### config.mk
export PLATFORM = sky130hd
export DESIGN_NAME = modbus_request_framer_core
export DESIGN_NICKNAME = d
export VERILOG_FILES = /design/src/design/mrf_pkg.sv /design/src/design/mrf_front.sv /design/src/design/mrf_queue.sv /design/src/design/mrf_back.sv /design/src/design/modbus_request_framer_core.sv
export SDC_FILE = /design/constraint.sdc
export NUM_CORES = 1
export LEC_CHECK = 0
export ABC_AREA = 1
export BUFFER_PORTS_ARGS = -buffer_cell sky130_fd_sc_hd__buf_4
export CAP_MARGIN = 10
export CORE_UTILIZATION = 60
export CTS_BUF_LIST = sky130_fd_sc_hd__clkbuf_4 sky130_fd_sc_hd__clkbuf_8
export CTS_CLUSTER_SIZE = 24
export DETAILED_ROUTE_END_ITERATION = 8
export GPL_TIMING_DRIVEN = 0
export PLACE_DENSITY = 0.79
export RECOVER_POWER = 25
export SYNTH_ARGS = -nofsm -noshare
export SYNTH_HDL_FRONTEND = slang
export SYNTH_SLANG_ARGS = --single-unit
### constraint.sdc
create_clock -name i_clk -period 11.4 [get_ports i_clk]
set_clock_uncertainty 0.05 [all_clocks]
set_input_delay 0 -clock i_clk [delete_from_list [all_inputs] [get_ports i_clk]]
set_output_delay 0 -clock i_clk [all_outputs]
set_load 0.03 [all_outputs]
### src/design/mrf_pkg.sv
`default_nettype none

package mrf_pkg;

    // Depth of the request queue between the front and the back
    localparam int QUEUE_DEPTH_DEF = 2;

    localparam int PDU_W = 48;

    typedef enum logic [2:0] {
        ACT_READ_COILS     = 3'd0,
        ACT_READ_INPUTS    = 3'd1,
        ACT_READ_HOLDING   = 3'd2,
        ACT_READ_INPUT_REG = 3'd3,
        ACT_WRITE_COIL     = 3'd4,
        ACT_WRITE_REG      = 3'd5
    } t_action;

    // One classified request, ready to be framed
    typedef struct packed {
        logic             ascii;
        logic [PDU_W-1:0] pdu;   // slave, function, start hi/lo, operand hi/lo
    } t_req;

endpackage

`default_nettype wire

### src/design/mrf_front.sv
`default_nettype none

module mrf_front
    import mrf_pkg::*;
(
    input  wire logic        i_clk,
    input  wire logic        i_rst_n,
    input  wire logic        i_ascii_mode,
    input  wire logic        i_valid,
    output logic             o_ready,
    input  wire logic [2:0]  i_action,
    input  wire logic [7:0]  i_slave_address,
    input  wire logic [15:0] i_reg_addr,
    input  wire logic [15:0] i_operand,
    output logic             o_q_valid,
    input  wire logic        i_q_ready,
    output t_req             o_q_data
);

    logic r_valid;
    t_req r_req;
    t_req n_req;
    logic [7:0]  func_code;
    logic [15:0] opnd;

    always_comb begin
        func_code = {5'd0, i_action} + 8'd1;
        if (i_action == ACT_WRITE_COIL) begin
            opnd = (i_operand != 16'd0) ? 16'hFF00 : 16'h0000;
        end else begin
            opnd = i_operand;
        end
        n_req.ascii = i_ascii_mode;
        n_req.pdu   = {i_slave_address, func_code, i_reg_addr, opnd};
    end

    assign o_ready   = !r_valid || i_q_ready;
    assign o_q_valid = r_valid;
    assign o_q_data  = r_req;

    always_ff @(posedge i_clk) begin
        if (!i_rst_n) begin
            r_valid <= 1'b0;
        end else if (o_ready) begin
            r_valid <= i_valid;
        end
    end

    always_ff @(posedge i_clk) begin
        if (o_ready && i_valid) begin
            r_req <= n_req;
        end
    end

endmodule

`default_nettype wire

### src/design/mrf_queue.sv
`default_nettype none

module mrf_queue
    import mrf_pkg::*;
#(
    parameter int DEPTH = QUEUE_DEPTH_DEF
) (
    input  wire logic i_clk,
    input  wire logic i_rst_n,
    input  wire logic i_valid,
    output logic      o_ready,
    input  wire t_req i_data,
    output logic      o_valid,
    input  wire logic i_ready,
    output t_req      o_data
);

    localparam int AW = $clog2(DEPTH);
    localparam int CW = $clog2(DEPTH + 1);

    t_req          r_mem [DEPTH];
    logic [AW-1:0] r_wr_ptr;
    logic [AW-1:0] r_rd_ptr;
    logic [CW-1:0] r_count;
    logic          push;
    logic          pop;

    assign o_ready = (r_count != CW'(DEPTH));
    assign o_valid = (r_count != '0);
    assign o_data  = r_mem[r_rd_ptr];
    assign push    = i_valid && o_ready;
    assign pop     = o_valid && i_ready;

    function automatic logic [AW-1:0] ptr_inc(input logic [AW-1:0] p);
        return (p == AW'(DEPTH - 1)) ? '0 : p + AW'(1);
    endfunction

    always_ff @(posedge i_clk) begin
        if (!i_rst_n) begin
            r_wr_ptr <= '0;
            r_rd_ptr <= '0;
            r_count  <= '0;
        end else begin
            if (push) begin
                r_wr_ptr <= ptr_inc(r_wr_ptr);
            end
            if (pop) begin
                r_rd_ptr <= ptr_inc(r_rd_ptr);
            end
            if (push && !pop) begin
                r_count <= r_count + CW'(1);
            end else if (pop && !push) begin
                r_count <= r_count - CW'(1);
            end
        end
    end

    always_ff @(posedge i_clk) begin
        if (push) begin
            r_mem[r_wr_ptr] <= i_data;
        end
    end

    a_count_bound: assert property (@(posedge i_clk) disable iff (!i_rst_n)
        r_count <= CW'(DEPTH))
        else $error("queue count beyond depth");

endmodule

`default_nettype wire

### src/design/mrf_back.sv
`default_nettype none

module mrf_back
    import mrf_pkg::*;
(
    input  wire logic i_clk,
    input  wire logic i_rst_n,
    input  wire logic i_q_valid,
    output logic      o_q_ready,
    input  wire t_req i_q_data,
    output logic       o_tvalid,
    input  wire logic  i_tready,
    output logic [7:0] o_tdata,
    output logic       o_tlast
);

    localparam logic [4:0]  RTU_CRC_LO  = 5'd6;
    localparam logic [4:0]  RTU_LAST    = 5'd7;
    localparam logic [4:0]  ASC_PDU_END = 5'd12;
    localparam logic [4:0]  ASC_LRC_HI  = 5'd13;
    localparam logic [4:0]  ASC_LRC_LO  = 5'd14;
    localparam logic [4:0]  ASC_CR_POS  = 5'd15;
    localparam logic [4:0]  ASC_LAST    = 5'd16;
    localparam logic [15:0] CRC_INIT    = 16'hFFFF;
    localparam logic [15:0] CRC_POLY    = 16'hA001;
    localparam logic [7:0]  CH_COLON    = 8'h3A;
    localparam logic [7:0]  CH_CR       = 8'h0D;
    localparam logic [7:0]  CH_LF       = 8'h0A;

    function automatic logic [15:0] crc_step(input logic [15:0] c, input logic [7:0] b);
        logic [15:0] x;
        x = c ^ {8'd0, b};
        for (int i = 0; i < 8; i++) begin
            x = x[0] ? ((x >> 1) ^ CRC_POLY) : (x >> 1);
        end
        return x;
    endfunction

    function automatic logic [7:0] hex_char(input logic [3:0] nib);
        return (nib < 4'd10) ? (8'h30 + {4'd0, nib}) : (8'h37 + {4'd0, nib});
    endfunction

    function automatic logic [7:0] pdu_byte(input logic [PDU_W-1:0] pdu, input logic [2:0] k);
        logic [7:0] b;
        case (k)
            3'd0:    b = pdu[47:40];
            3'd1:    b = pdu[39:32];
            3'd2:    b = pdu[31:24];
            3'd3:    b = pdu[23:16];
            3'd4:    b = pdu[15:8];
            3'd5:    b = pdu[7:0];
            default: b = 8'd0;
        endcase
        return b;
    endfunction

    logic        r_busy;
    logic [4:0]  r_pos;
    t_req        r_req;
    logic [15:0] r_crc;
    logic [7:0]  r_lrc;
    logic        r_ovalid;
    logic [7:0]  r_odata;
    logic        r_olast;

    logic        advance;
    logic        have;
    logic        fire;
    t_req        cur;
    logic [4:0]  pos;
    logic [4:0]  pos_m1;
    logic [15:0] crc;
    logic [7:0]  lrc;
    logic [7:0]  lrc_val;
    logic [7:0]  pb;
    logic [7:0]  n_odata;
    logic        n_olast;
    logic [15:0] n_crc;
    logic [7:0]  n_lrc;

    always_comb begin
        advance = !r_ovalid || i_tready;
        have    = r_busy || i_q_valid;
        fire    = advance && have;
        // idle: frame the queue head directly so frames run without a gap
        cur     = r_busy ? r_req : i_q_data;
        pos     = r_busy ? r_pos : 5'd0;
        crc     = r_busy ? r_crc : CRC_INIT;
        lrc     = r_busy ? r_lrc : 8'd0;
        pos_m1  = pos - 5'd1;
        lrc_val = 8'd0 - lrc;
        pb      = pdu_byte(cur.pdu, cur.ascii ? pos_m1[3:1] : pos[2:0]);
        n_crc   = crc;
        n_lrc   = lrc;
        n_olast = 1'b0;
        n_odata = 8'd0;
        if (cur.ascii) begin
            if (pos == 5'd0) begin
                n_odata = CH_COLON;
            end else if (pos <= ASC_PDU_END) begin
                n_odata = pos[0] ? hex_char(pb[7:4]) : hex_char(pb[3:0]);
                if (pos[0]) begin
                    n_lrc = lrc + pb;
                end
            end else if (pos == ASC_LRC_HI) begin
                n_odata = hex_char(lrc_val[7:4]);
            end else if (pos == ASC_LRC_LO) begin
                n_odata = hex_char(lrc_val[3:0]);
            end else if (pos == ASC_CR_POS) begin
                n_odata = CH_CR;
            end else begin
                n_odata = CH_LF;
                n_olast = 1'b1;
            end
        end else begin
            if (pos < RTU_CRC_LO) begin
                n_odata = pb;
                n_crc   = crc_step(crc, pb);
            end else if (pos == RTU_CRC_LO) begin
                n_odata = crc[7:0];
            end else begin
                n_odata = crc[15:8];
                n_olast = 1'b1;
            end
        end
    end

    assign o_q_ready = advance && !r_busy;
    assign o_tvalid  = r_ovalid;
    assign o_tdata   = r_odata;
    assign o_tlast   = r_olast;

    always_ff @(posedge i_clk) begin
        if (!i_rst_n) begin
            r_busy   <= 1'b0;
            r_pos    <= 5'd0;
            r_ovalid <= 1'b0;
        end else if (advance) begin
            r_ovalid <= have;
            if (have) begin
                r_busy <= !n_olast;
                r_pos  <= n_olast ? 5'd0 : pos + 5'd1;
            end
        end
    end

    always_ff @(posedge i_clk) begin
        if (fire) begin
            r_req   <= cur;
            r_crc   <= n_crc;
            r_lrc   <= n_lrc;
            r_odata <= n_odata;
            r_olast <= n_olast;
        end
    end

    a_pos_range: assert property (@(posedge i_clk) disable iff (!i_rst_n)
        r_busy |-> (r_pos != 5'd0 && (r_req.ascii ? (r_pos <= ASC_LAST) : (r_pos <= RTU_LAST))))
        else $error("frame position out of range");

    a_stall_hold: assert property (@(posedge i_clk) disable iff (!i_rst_n)
        (r_ovalid && !i_tready) |=> (r_busy == $past(r_busy) && r_pos == $past(r_pos)))
        else $error("serializer advanced while output stalled");

    a_last_ends_frame: assert property (@(posedge i_clk) disable iff (!i_rst_n)
        (r_ovalid && r_olast) |-> !r_busy)
        else $error("frame still busy after its last byte");

    a_pop_idle: assert property (@(posedge i_clk) disable iff (!i_rst_n)
        (o_q_ready && i_q_valid) |=> (r_ovalid && (r_busy || r_olast)))
        else $error("queue pop did not start a frame");

endmodule

`default_nettype wire

### src/design/modbus_request_framer_core.sv
`default_nettype none

// Channel     Dir  Handshake                      Payload
// s_axis      in   s_axis_tvalid / s_axis_tready  request: action, slave, start, operand
// m_axis      out  m_axis_tvalid / m_axis_tready  frame byte, tlast on final byte
// cfg         in   i_cfg_we                       ascii_mode
//
// One frame byte per cycle while m_axis is not stalled: 8 bytes per request in RTU
// mode, 17 in ASCII; the serializer folds each PDU byte into the CRC or LRC.
// Reset: synchronous, with i_rst_n low; config returns to RTU mode.
// Requests are buffered in a front stage plus a small queue, so the input keeps
// accepting while m_axis stalls until both fill; frames follow with no idle cycle.

module modbus_request_framer_core
    import mrf_pkg::*;
#(
    parameter int QUEUE_DEPTH = QUEUE_DEPTH_DEF
) (
    input  wire logic        i_clk,
    input  wire logic        i_rst_n,
    input  wire logic        i_cfg_we,
    input  wire logic        i_cfg_wdata,      // [0] ascii_mode
    input  wire logic        s_axis_tvalid,
    output logic             s_axis_tready,
    // [2:0] action, [10:3] slave_address, [26:11] reg_addr,
    // [42:27] operand, [47:43] zero
    input  wire logic [47:0] s_axis_tdata,
    output logic             m_axis_tvalid,
    input  wire logic        m_axis_tready,
    output logic [7:0]       m_axis_tdata,     // [7:0] frame_byte
    output logic             m_axis_tlast      // last_byte
);

    logic r_ascii_mode;
    logic f_valid;
    logic f_ready;
    t_req f_data;
    logic q_valid;
    logic q_ready;
    t_req q_data;

    always_ff @(posedge i_clk) begin
        if (!i_rst_n) begin
            r_ascii_mode <= 1'b0;
        end else if (i_cfg_we) begin
            r_ascii_mode <= i_cfg_wdata;
        end
    end

    mrf_front u_front (
        .i_clk           (i_clk),
        .i_rst_n         (i_rst_n),
        .i_ascii_mode    (r_ascii_mode),
        .i_valid         (s_axis_tvalid),
        .o_ready         (s_axis_tready),
        .i_action        (s_axis_tdata[2:0]),
        .i_slave_address (s_axis_tdata[10:3]),
        .i_reg_addr      (s_axis_tdata[26:11]),
        .i_operand       (s_axis_tdata[42:27]),
        .o_q_valid       (f_valid),
        .i_q_ready       (f_ready),
        .o_q_data        (f_data)
    );

    mrf_queue #(
        .DEPTH (QUEUE_DEPTH)
    ) u_queue (
        .i_clk   (i_clk),
        .i_rst_n (i_rst_n),
        .i_valid (f_valid),
        .o_ready (f_ready),
        .i_data  (f_data),
        .o_valid (q_valid),
        .i_ready (q_ready),
        .o_data  (q_data)
    );

    mrf_back u_back (
        .i_clk     (i_clk),
        .i_rst_n   (i_rst_n),
        .i_q_valid (q_valid),
        .o_q_ready (q_ready),
        .i_q_data  (q_data),
        .o_tvalid  (m_axis_tvalid),
        .i_tready  (m_axis_tready),
        .o_tdata   (m_axis_tdata),
        .o_tlast   (m_axis_tlast)
    );

endmodule

`default_nettype wire
==> results.sh <==
export IMPL_outcome="completed"
export IMPL_avgRoutedWirePerCell_um=17.83
export IMPL_io_pins=65
export IMPL_final_common_cell="nand2_1"
export IMPL_fillerInstances=1239
export IMPL_vias=8644
export IMPL_drt_iter0_drc=863
export IMPL_cts_root_buf="clkbuf_8"
export IMPL_topRoutingLayerUsed="met4"
export IMPL_dpl_hpwl_mm=18.06
export IMPL_syn_inst=1105
export IMPL_rows=49
export IMPL_power_density_mw_per_mm2=329.2
export IMPL_grt_start_max_net_pins=46
export IMPL_ys_seq_area_share_pct=61.36
export IMPL_start_util_pct=61.45
export IMPL_die_h_um=137.9
export IMPL_htreeDepth=2
export IMPL_stdcell_area_mm2=0.01328
export IMPL_cap_violations=0
export IMPL_grt_pass1_wl_mm=43.18
export IMPL_post_route_util_pct=73.66
export IMPL_cp_start_kind="flop"
export IMPL_fin_nets=1331
export IMPL_dieWidth_um=137.9
export IMPL_critPathBufInv=3
export IMPL_relSlewSlack_pct=28.30
export IMPL_crit_path_max_fanout=10
export IMPL_vdd_ir_drop_max_mv=0.3917
export IMPL_drc=0
export IMPL_cp_end_kind="flop"
export IMPL_hold_violations=0
export IMPL_drtAntennaViolNets=0
export IMPL_met3WireLength_mm=1.954
export IMPL_crit_type="reg -> reg"
export IMPL_clock_latency_ps=550
export IMPL_yosysWarnings=0
export IMPL_synth_distinct_cells=43
export IMPL_path_depth=25
export IMPL_rr_worst_depth=25
export IMPL_vias_per_cell=5.691
export IMPL_core_area_mm2=0.01802
export IMPL_routedLengthMet1_mm=10.82
export IMPL_post_route_period_util_pct=34.38
export IMPL_antenna_cells=0
export IMPL_critical_path_top_delay_family="simple AND/OR/NAND/NOR gates"
export IMPL_avgSynthCellArea_um2=10.02
export IMPL_dieArea_mm2=0.01901
export IMPL_max_freq_mhz=255.2
export IMPL_report_final_slew_viol_count=0
export IMPL_met2_wirelength_mm=13.43
export IMPL_netlist_area_mm2=0.01108
export IMPL_min_path_cells=2
export IMPL_cts_clk_slew_worst_paths_ps=60
export IMPL_syn_nets=1175
export IMPL_antenna_found_initial=0
export IMPL_grt_util_all_layers_pct=30.08
export IMPL_tightest_slew_ps=1062
export IMPL_cts_buffer_depth=3
export IMPL_dp_cells=1398
export IMPL_multi_input_area_mm2=0.003709
export IMPL_crit_arrival_ps=4140
export IMPL_clkSinkCount=231
export IMPL_gr_total_overflow=0
export IMPL_max_stage_delay_ps=320
export IMPL_cts_tree="yes"
export IMPL_io_buffers=59
export IMPL_setup_violations_final=0
export IMPL_layout_common_cells="nand2_1, edfxtp_1, a21oi_1"
export IMPL_ys_ff_latch=231
export IMPL_ys_flop_type="edfxtp_1"
export IMPL_synth_edff_count=217
export IMPL_period_needed_ps=3919
export IMPL_hold_path_class="in -> reg"
export IMPL_rsz0062_at_grt="no"
export IMPL_fin_cells=1519
export IMPL_ctsResizeCount=0
export IMPL_first_pass_iters=5
export IMPL_grt_pass1_vias=8465
export IMPL_dp_slack_ps=7517
export IMPL_tns_ps=0
export IMPL_area_delta_synth_final_pct=19.87
export IMPL_post_route_cells_drive_above_1_share_pct=16.28
export IMPL_required_ps=11620
export IMPL_gp_congestion=0.8948
export IMPL_crit_slowest_cell="dfxtp_1"
export IMPL_placed_cell_area_mm2=0.01194
export IMPL_seqCellArea_mm2=0.006797
export IMPL_timing_final_ws_setup_ps=7481
export IMPL_cpMostUsedCell="nand2_1"
export IMPL_postRouteWirelength_mm=27.08
export IMPL_ys_async_sr_fraction_pct=0
export IMPL_cts_made_buffers=38
export IMPL_p_leak_nw=5.445
sequential cells by signal, summed over array words and instances (netlist names), 2 cells and up, named ones only:
register and count:
u_queue.r_mem 90, u_back.r_req 49, u_front.o_q_data 45, u_back.r_crc 16
u_back.o_tdata 8, u_back.r_lrc 8, u_back.r_pos 5, u_queue.r_count 2
metrics by stage:
stage | hold WS, ps | total power, mW
after floorplan | 43.46 | 2.952
after global placement | 127.9 | 3.472
after detailed placement | 129.2 | 3.532
after CTS | 99.29 | 4.336
after global routing | 136.8 | 4.673
final | 137.2 | 4.371
metal layers:
layer	vias up	global-route usage (%)
met5	-	0
met4	0	12.20
met3	77	5.629
met2	396	50.42
met1	4071	38.54
li1	4100	-
power by group:
part           internal, mW  switching (mW)  total (mW)
clock                 0.443           0.340       0.784
sequential             1.28          0.0689        1.35
combinational         0.686            1.55        2.24
cells in the mapped netlist, types with 2 or more instances:
master | number | area [um2]
inv_2 | 11 | 41.29
nand2_4 | 11 | 123.9
dfxtp_1 | 14 | 280.3
ha_1 | 15 | 187.7
nor3_1 | 5 | 25.02
clkbuf_1 | 13 | 48.80
xnor2_1 | 2 | 17.52
nor2_4 | 8 | 90.09
edfxtp_1 | 217 | 6516
buf_6 | 5 | 56.30
nor2_2 | 7 | 43.79
clkinv_1 | 3 | 11.26
nand2_2 | 22 | 137.6
o22ai_1 | 6 | 37.54
a22o_1 | 2 | 17.52
o21ai_1 | 3 | 15.01
nand3_2 | 4 | 40.04
inv_1 | 96 | 360.4
buf_2 | 7 | 35.03
nor2_1 | 115 | 431.7
a21oi_1 | 115 | 575.6
nand4_1 | 7 | 43.79
buf_1 | 4 | 15.01
buf_4 | 2 | 15.01
o221ai_1 | 2 | 17.52
o21ai_0 | 69 | 345.3
nand3_1 | 54 | 270.3
o211ai_1 | 11 | 82.58
or2_2 | 5 | 31.28
nand2_1 | 246 | 923.4
xor2_1 | 12 | 105.1
cells by family (layout without fill, tap and decap cells):
group	count (synthesis)	count (layout)	share of synthesized area, %
AND/OR/NAND/NOR	487	487	19.84
flip-flops	231	231	61.36
AO/OA/AOI/OAI	215	215	10.43
buffers and inverters	142	327	5.399
adder cells (fa/ha/maj)	16	16	1.875
XOR/XNOR	14	14	1.107
path summary, 6_finish.rpt:
| kind | startpoint | endpoint | slack, ps |
|---|---|---|---|
| max | u_back.r_busy$_SDFFE_PN0P_ | u_back.r_lrc[7]$_DFFE_PP_ | 7480 |
| min | s_axis_tdata[16] | u_front.o_q_data[21]$_DFFE_PP_ | 140 |
| max reg2reg | u_back.r_busy$_SDFFE_PN0P_ | u_back.r_lrc[7]$_DFFE_PP_ | 7480 |
| min reg2reg | u_front.o_q_data[44]$_DFFE_PP_ | u_queue.r_mem[0][40]$_DFFE_PP_ | 390 |
area by class of cell:
type                    count  share of cell area [%]
repair buffers            116                   8.066
inverters                 110                   3.110
multi-input cells         732                   27.93
clock buffers              47                   4.542
plain buffers              32                   1.395
clock inverters            22                   1.611
well taps                 229                   2.158
flip-flops and latches    231                   51.19
what timing repair did:
action | CTS | global route
hold buffers | 52 | 0
buffers inserted | 0 | 0
endpoints found under the hold margin | 60 | 0
Power figures use the tool's default switching activity.
